## src/rtl/core/cf32_pkg.sv

```systemverilog
package cf32_pkg;

	localparam logic [1:0] OP_ADD = 2'd0;
	localparam logic [1:0] OP_SUB = 2'd1;
	localparam logic [1:0] OP_MUL = 2'd2;

	localparam logic [7:0] EXP_BIAS  = 8'd127;
	localparam int         MAX_ALIGN = 31;

	// work kind after the align stage
	typedef enum logic [1:0] {
		K1_DIRECT,
		K1_ADD,
		K1_SUB,
		K1_MUL
	} kind1_t;

	// work kind after the add stage
	typedef enum logic [1:0] {
		K2_DIRECT,
		K2_CARRY,
		K2_LZ
	} kind2_t;

	typedef struct packed {
		kind2_t      kind;
		logic [31:0] word;
		logic        sign;
		logic [7:0]  expo;
		logic [31:0] mant;
	} stage2_t;

endpackage

```

## src/rtl/core/custom_float32_add_sub_mul_unit.sv

```systemverilog
// Custom 32-bit float add / subtract / multiply unit.
// Word format: sign in bit 31, fraction in bits 30..8 below a hidden one,
// exponent biased by 127 in bits 7..0.
// Input channel: in_valid / in_stall carry req_type, operand_a, operand_b;
// a transfer happens on a rising edge with in_valid high and in_stall low.
// Output channel: out_valid / out_stall carry result_word the same way.
// Pipeline: three register stages.
//   s1: exponent compare, mantissa alignment shift, 16x16 product.
//   s2: mantissa add or magnitude subtract with sign select.
//   s3: leading-one normalize and pack into the output register.
// Throughput is one operation per cycle while out_stall stays low; a result
// passes the s1, s2 and s3 registers before out_valid rises.
// Stall: a stage holds when the next stage is full and held; out_stall
// backs up through the stages, and in_stall rises only when all three
// stages hold data and out_stall is high. Nothing is dropped or repeated.
// Reset (arst_n low) empties the pipeline; out_valid drops at once.
// Exponents wrap modulo 256; no flags are produced.
module custom_float32_add_sub_mul_unit (
	input  logic        clk,
	input  logic        arst_n,
	input  logic        in_valid,
	output logic        in_stall,
	input  logic [1:0]  req_type,
	input  logic [31:0] operand_a,
	input  logic [31:0] operand_b,
	output logic        out_valid,
	input  logic        out_stall,
	output logic [31:0] result_word
);
	import cf32_pkg::*;

	// pipeline handshake
	logic v_s1, v_s2, v_s3;
	logic rdy1, rdy2, rdy3;

	assign rdy3     = !v_s3 || !out_stall;
	assign rdy2     = !v_s2 || rdy3;
	assign rdy1     = !v_s1 || rdy2;
	assign in_stall = !rdy1;

	// ---------------- stage 1: align / multiply ----------------
	logic [7:0]  ea, eb;
	logic [8:0]  d;
	logic        far_a, far_b, eff_sub;
	logic [4:0]  sh;
	logic [31:0] ma0, mb0, ma_al, mb_al;
	logic [31:0] prod;
	logic [7:0]  e_mul;

	kind1_t      kind_n;
	logic [31:0] word_n;
	logic        sign_n;
	logic [7:0]  e_n;
	logic [31:0] ma_n, mb_n;

	assign ea      = operand_a[7:0];
	assign eb      = operand_b[7:0];
	assign d       = {1'b0, ea} - {1'b0, eb};
	assign far_a   = !d[8] && (d > 9'(MAX_ALIGN));
	assign far_b   = d[8] && (d < 9'(-MAX_ALIGN));
	assign eff_sub = operand_a[31] ^ operand_b[31] ^ (req_type == OP_SUB);
	assign sh      = d[8] ? 5'(-d) : d[4:0];
	// add pre-shifts by one to leave room for the carry
	assign ma0     = eff_sub ? {1'b1, operand_a[30:8], 8'b0} : {2'b01, operand_a[30:8], 7'b0};
	assign mb0     = eff_sub ? {1'b1, operand_b[30:8], 8'b0} : {2'b01, operand_b[30:8], 7'b0};
	assign ma_al   = d[8] ? (ma0 >> sh) : ma0;
	assign mb_al   = d[8] ? mb0 : (mb0 >> sh);
	assign prod    = {1'b1, operand_a[30:16]} * {1'b1, operand_b[30:16]};
	assign e_mul   = ea + eb - EXP_BIAS;

	always_comb begin
		kind_n = K1_DIRECT;
		word_n = '0;
		sign_n = operand_a[31];
		e_n    = d[8] ? eb : ea;
		ma_n   = ma_al;
		mb_n   = mb_al;
		case (req_type) inside
			OP_MUL: begin
				sign_n = operand_a[31] ^ operand_b[31];
				e_n    = e_mul;
				ma_n   = prod;
				if (operand_a == '0 || operand_b == '0) kind_n = K1_DIRECT;
				else kind_n = K1_MUL;
			end
			OP_ADD, OP_SUB: begin
				if (!eff_sub) begin
					if (far_a) word_n = {operand_a[31], operand_a[30:0]};
					else if (far_b) word_n = {operand_a[31], operand_b[30:0]};
					kind_n = (far_a || far_b) ? K1_DIRECT : K1_ADD;
				end else begin
					if (far_a) word_n = operand_a;
					else if (far_b) word_n = {!operand_a[31], operand_b[30:0]};
					kind_n = (far_a || far_b) ? K1_DIRECT : K1_SUB;
				end
			end
			default: kind_n = K1_DIRECT;
		endcase
	end

	kind1_t      kind_s1;
	logic [31:0] word_s1;
	logic        sign_s1;
	logic [7:0]  e_s1;
	logic [31:0] ma_s1, mb_s1;

	always_ff @(posedge clk or negedge arst_n) begin
		if (!arst_n) begin
			v_s1 <= 1'b0;
		end else if (rdy1) begin
			v_s1 <= in_valid;
		end
	end

	always_ff @(posedge clk) begin
		if (in_valid && rdy1) begin
			kind_s1 <= kind_n;
			word_s1 <= word_n;
			sign_s1 <= sign_n;
			e_s1    <= e_n;
			ma_s1   <= ma_n;
			mb_s1   <= mb_n;
		end
	end

	// ---------------- stage 2: add / subtract ----------------
	stage2_t st2_n, st_s2;

	always_comb begin
		st2_n.kind = K2_DIRECT;
		st2_n.word = word_s1;
		st2_n.sign = sign_s1;
		st2_n.expo = e_s1;
		st2_n.mant = ma_s1;
		case (kind_s1)
			K1_ADD: begin
				st2_n.kind = K2_CARRY;
				st2_n.mant = ma_s1 + mb_s1;
			end
			K1_MUL: st2_n.kind = K2_CARRY;
			K1_SUB: begin
				if (ma_s1 > mb_s1) begin
					st2_n.kind = K2_LZ;
					st2_n.mant = ma_s1 - mb_s1;
				end else if (ma_s1 < mb_s1) begin
					st2_n.kind = K2_LZ;
					st2_n.mant = mb_s1 - ma_s1;
					st2_n.sign = !sign_s1;
				end else begin
					st2_n.word = '0;
				end
			end
			default: st2_n.kind = K2_DIRECT;
		endcase
	end

	always_ff @(posedge clk or negedge arst_n) begin
		if (!arst_n) begin
			v_s2 <= 1'b0;
		end else if (rdy2) begin
			v_s2 <= v_s1;
		end
	end

	always_ff @(posedge clk) begin
		if (v_s1 && rdy2) st_s2 <= st2_n;
	end

	// ---------------- stage 3: normalize / pack ----------------
	logic [31:0] res_n, res_s3;

	cf32_norm u_norm (
		.st     (st_s2),
		.result (res_n)
	);

	always_ff @(posedge clk or negedge arst_n) begin
		if (!arst_n) begin
			v_s3 <= 1'b0;
		end else if (rdy3) begin
			v_s3 <= v_s2;
		end
	end

	always_ff @(posedge clk) begin
		if (v_s2 && rdy3) res_s3 <= res_n;
	end

	assign out_valid   = v_s3;
	assign result_word = res_s3;

`ifndef SYNTHESIS
	// input held back only when every stage is occupied
	a_stall_full: assert property (@(posedge clk) disable iff (!arst_n)
		in_stall |-> (v_s1 && v_s2 && v_s3))
		else $error("input stalled with a free stage");

	// add operands carry a clear top bit for the carry
	a_add_room: assert property (@(posedge clk) disable iff (!arst_n)
		(v_s1 && kind_s1 == K1_ADD) |-> (!ma_s1[31] && !mb_s1[31]))
		else $error("add mantissa without carry headroom");

	// a normalize-by-search item never holds a zero difference
	a_lz_nonzero: assert property (@(posedge clk) disable iff (!arst_n)
		(v_s2 && st_s2.kind == K2_LZ) |-> (st_s2.mant != '0))
		else $error("zero difference sent to normalize");

	// a held output stage keeps stage 2 frozen too
	a_s2_hold: assert property (@(posedge clk) disable iff (!arst_n)
		(v_s2 && v_s3 && out_stall) |=> (v_s2 && $stable(st_s2)))
		else $error("stage 2 moved under stall");
`endif
endmodule

```

## src/rtl/core/cf32_norm.sv

```systemverilog
module cf32_norm (
	input  cf32_pkg::stage2_t st,
	output logic [31:0]       result
);
	import cf32_pkg::*;

	logic [4:0]  lz;
	logic        found;
	logic [31:0] mn;
	logic [7:0]  e_inc;
	logic [7:0]  e_dec;

	// leading-one search
	always_comb begin
		lz    = '0;
		found = 1'b0;
		for (int i = 31; i >= 0; i--) begin
			if (!found && st.mant[i]) begin
				lz    = 5'(31 - i);
				found = 1'b1;
			end
		end
	end

	assign mn    = st.mant << lz;
	assign e_inc = st.expo + 8'd1;
	assign e_dec = st.expo - {3'b000, lz};

	always_comb begin
		case (st.kind)
			K2_CARRY: begin
				if (st.mant[31]) result = {st.sign, st.mant[30:8], e_inc};
				else result = {st.sign, st.mant[29:7], st.expo};
			end
			K2_LZ:    result = {st.sign, mn[30:8], e_dec};
			default:  result = st.word;
		endcase
	end
endmodule

```

## config.mk

```make
export PLATFORM = sky130hd
export DESIGN_NAME = custom_float32_add_sub_mul_unit
export DESIGN_NICKNAME = d
export VERILOG_FILES = /design/src/rtl/core/cf32_pkg.sv /design/src/rtl/core/custom_float32_add_sub_mul_unit.sv /design/src/rtl/core/cf32_norm.sv
export SDC_FILE = /design/constraint.sdc
export NUM_CORES = 2
export LEC_CHECK = 0
export BUFFER_PORTS_ARGS = -buffer_cell sky130_fd_sc_hd__buf_2
export CAP_MARGIN = 25
export CELL_PAD_IN_SITES_DETAIL_PLACEMENT = 0
export CELL_PAD_IN_SITES_GLOBAL_PLACEMENT = 1
export CORE_MARGIN = 2
export CORE_UTILIZATION = 40
export CTS_BUF_LIST = sky130_fd_sc_hd__clkbuf_16
export DETAILED_ROUTE_END_ITERATION = 10
export PLACE_DENSITY = 0.76
export SYNTH_ARGS = -nofsm -noshare
export SYNTH_HDL_FRONTEND = slang
export SYNTH_SLANG_ARGS = --single-unit
```

## constraint.sdc

```tcl
create_clock -name clk -period 5.61 [get_ports clk]
set_input_delay 1.122 -clock clk [delete_from_list [all_inputs] [get_ports clk]]
set_output_delay 1.122 -clock clk [all_outputs]
set_load 0.1 [all_outputs]
```

==> results.ini <==
[yosys]
syn_area_mm2 = 0.0295
synth_top_flop_cell = edfxtp_1
synth_fp_nets = 4054
async_reset_ff_share_pct = 1.38
synth-edff-count = 214
ys_ff_latch = 217
synthTopCellsByArea = edfxtp_1 (22%), fa_1 (14%), ha_1 (9.9%)
synth_top_area_share_pct = 21.8
synth_area_per_cell_um2 = 8.30
seq_area_frac_synth_pct = 22.1
synth_cell_type_count = 85
ys_warn_count = 0
synth_top_area_cell = edfxtp_1
syn-instance-count = 3551

[drt]
routed_wl_um = 113000
post_drt_wl_per_cell_um = 23.8
vias = 28400
drtPass1Iterations = 6
wl_met1_um = 45800
drcViolationCount = 0
ant_nets = 0
wl_met2_um = 52600
highest_layer = met5
drt_iter0_markers = 2951
wl_met3_um = 8850
detail_route.vias_per_cell = 5.96

[floorplan]
die_w_um = 275
ios = 104
rows = 99
core_area_mm2 = 0.0730
dieArea_mm2 = 0.0758
start_util_pct = 40.4
die-height_um = 275

[clock_tree]
cts_tree = done
root_buffer = clkbuf_16
cts.path.max_buffers = 3
insertion_delay_ns = 0.56
cts_made_buffers = 24
path_clk_slew_ns = 0.06
cts_hold_buf = 0
cts.htree.levels = 1
cts.sinks = 217

[global_route]
grt_max_degree = 76
grt_pass1_wl_um = 169000
grt_overflow = 0
first_global_vias = 27200
grt.total_usage_pct = 29.4
antenna_found_initial = 2

[cells_and_area]
stdcell_count = 4764
register_area_mm2 = 0.00650
drive_gt1_share_pct = 17.8
finalNetCount = 4289
multi_input_area_mm2 = 0.0212
mostFrequentLayoutCells = inv_1 (399), nand2_1 (354), nor2_1 (342), buf_4 (307), a21oi_1 (253)
fill_cells = 7146
utilization_pct = 47.5
final_common_cell = inv_1
syn_to_final_growth_pct = 17.7

[sta]
layout_worst_path_cycle_share_pct = 114
fin_hold_ws_ns = 0.350
rsz0062_at_grt = yes
max-slew-margin-rel_pct = 34.9
setup_viol = 19
skew_ns = 0.0392
fmax_mhz = 157
finalMaxSlewViolations = 0
layout_min_cycle_time_ns = 6.38
worst_pin_slew_ns = 0.976
layout_setup_ws_ns = -0.768
hold_violations = 0

[outcome]
violations = setup timing
status = finished with violations

[setup_path]
reg2reg_from = ma_s1[0]
worst-r2r-cell-count = 17
max_stage_delay_ns = 0.56
end_kind = flip-flop
slowest_stage = fa_1
r2r_end = st_s2[29]
worstSetupPathDepth = 26
r2r_slack_ns = 0.54
cp_num_buf_inv = 7
critical_path.max_fanout = 7
cpLargestDelayFamily = adder cells
worst_ep_arrival_time_ns = 6.62
critPathKind = primary input to flip-flop
cpMostUsedCell = fa_1
worst-endpoint-required_ns = 5.85
start_kind = primary input

[run]
cap_violations = 0

[place]
io_buffer_count = 103
place_inst = 4712
place_ws_ns = -1.55
hpwl_um = 90700
gp_congestion = 0.999

[min_path]
min_path_type = primary input to async pin

[power_and_ir_drop]
ir_worst_vdd_mv = 0.988
power_leakage_nw = 15.5
power_density_mw_per_mm2 = 657

synthesized netlist by cell type (39+ instances only):
cell and n:
o21ai_0 176, a211oi_1 39, inv_1 413, xnor2_1 61, ha_1 233, mux2i_1 115, a21o_1 59, edfxtp_1 214
nor3_1 45, clkbuf_1 194, a31oi_1 55, a21oi_1 265, o22ai_1 72, nand2_1 373, and2_1 48, fa_1 200
nor2_1 355
area by class of cell:
class	instances	share of cell area, %
repair buffers	437	9.75
flip-flops and latches	217	18.8
diodes	1	0.00722
well taps	959	3.46
clock buffers	24	1.73
inverters	430	4.74
multi-input cells	2676	61.0
clock inverters	20	0.534
cell families after synthesis:
| kind of cell | count (synthesis) | synth area share, % |
|---|---|---|
| simple gates | 1024 | 15.6 |
| compound gates | 975 | 21.6 |
| buf+inv | 658 | 8.49 |
| fa+ha+maj | 433 | 23.5 |
| flops | 217 | 22.1 |
| mux | 152 | 6.09 |
| xor+xnor | 92 | 2.73 |
stage by stage:
step / total power [mW] / instance area, um^2 / TNS, ns
2_1_floorplan: 12.6 / 29800 / -13.46
3_3_place_gp: 19.2 / 33100 / -26.75
3_5_place_dp: 19.3 / 33100 / -27.14
4_1_cts: 21.9 / 34300 / -9.79
5_1_grt: 24.3 / 34700 / -13.63
6_report: 22.8 / 34700 / -9.84
repair_timing:
item,CTS,global route
pin swaps,59,70
resized for setup,117,81
buffers inserted,8,6
cloned,0,0
setup endpoints to repair,22,23
layer usage:
layer	track usage, %	vias to the layer above
li1	-	12900
met2	47.6	1368
met4	13.2	2
met3	3.40	298
met5	0	-
met1	39.4	13800
where the power goes:
part           leakage, nW  internal [mW]  switching (mW)
Clock                0.399          0.889           0.694
Sequential            2.14           2.30           0.492
Combinational         13.0           7.87            10.5
Total                 15.5           11.1            11.7
flip-flops by register name, summed over array words and instances, names as in the netlist:
name	flops
mb_s1	32
word_s1	32
v_s2	1
e_s1	8
st_s2	75
result_word	32
sign_s1	1
v_s1	1
out_valid	1
kind_s1	2
ma_s1	32
worst max path at each step:
stage / startpoint / slack [ns] / end
global placement: operand_a[24] / -1.54 / ma_s1[31]
detailed placement: operand_a[24] / -1.55 / ma_s1[28]
finish: operand_b[18] / -0.77 / ma_s1[28]
CTS: operand_b[19] / -0.76 / ma_s1[28]
global route: operand_b[18] / -0.99 / ma_s1[28]
floorplan: operand_a[25] / -1.05 / ma_s1[30]
Power figures use the tool's default switching activity.
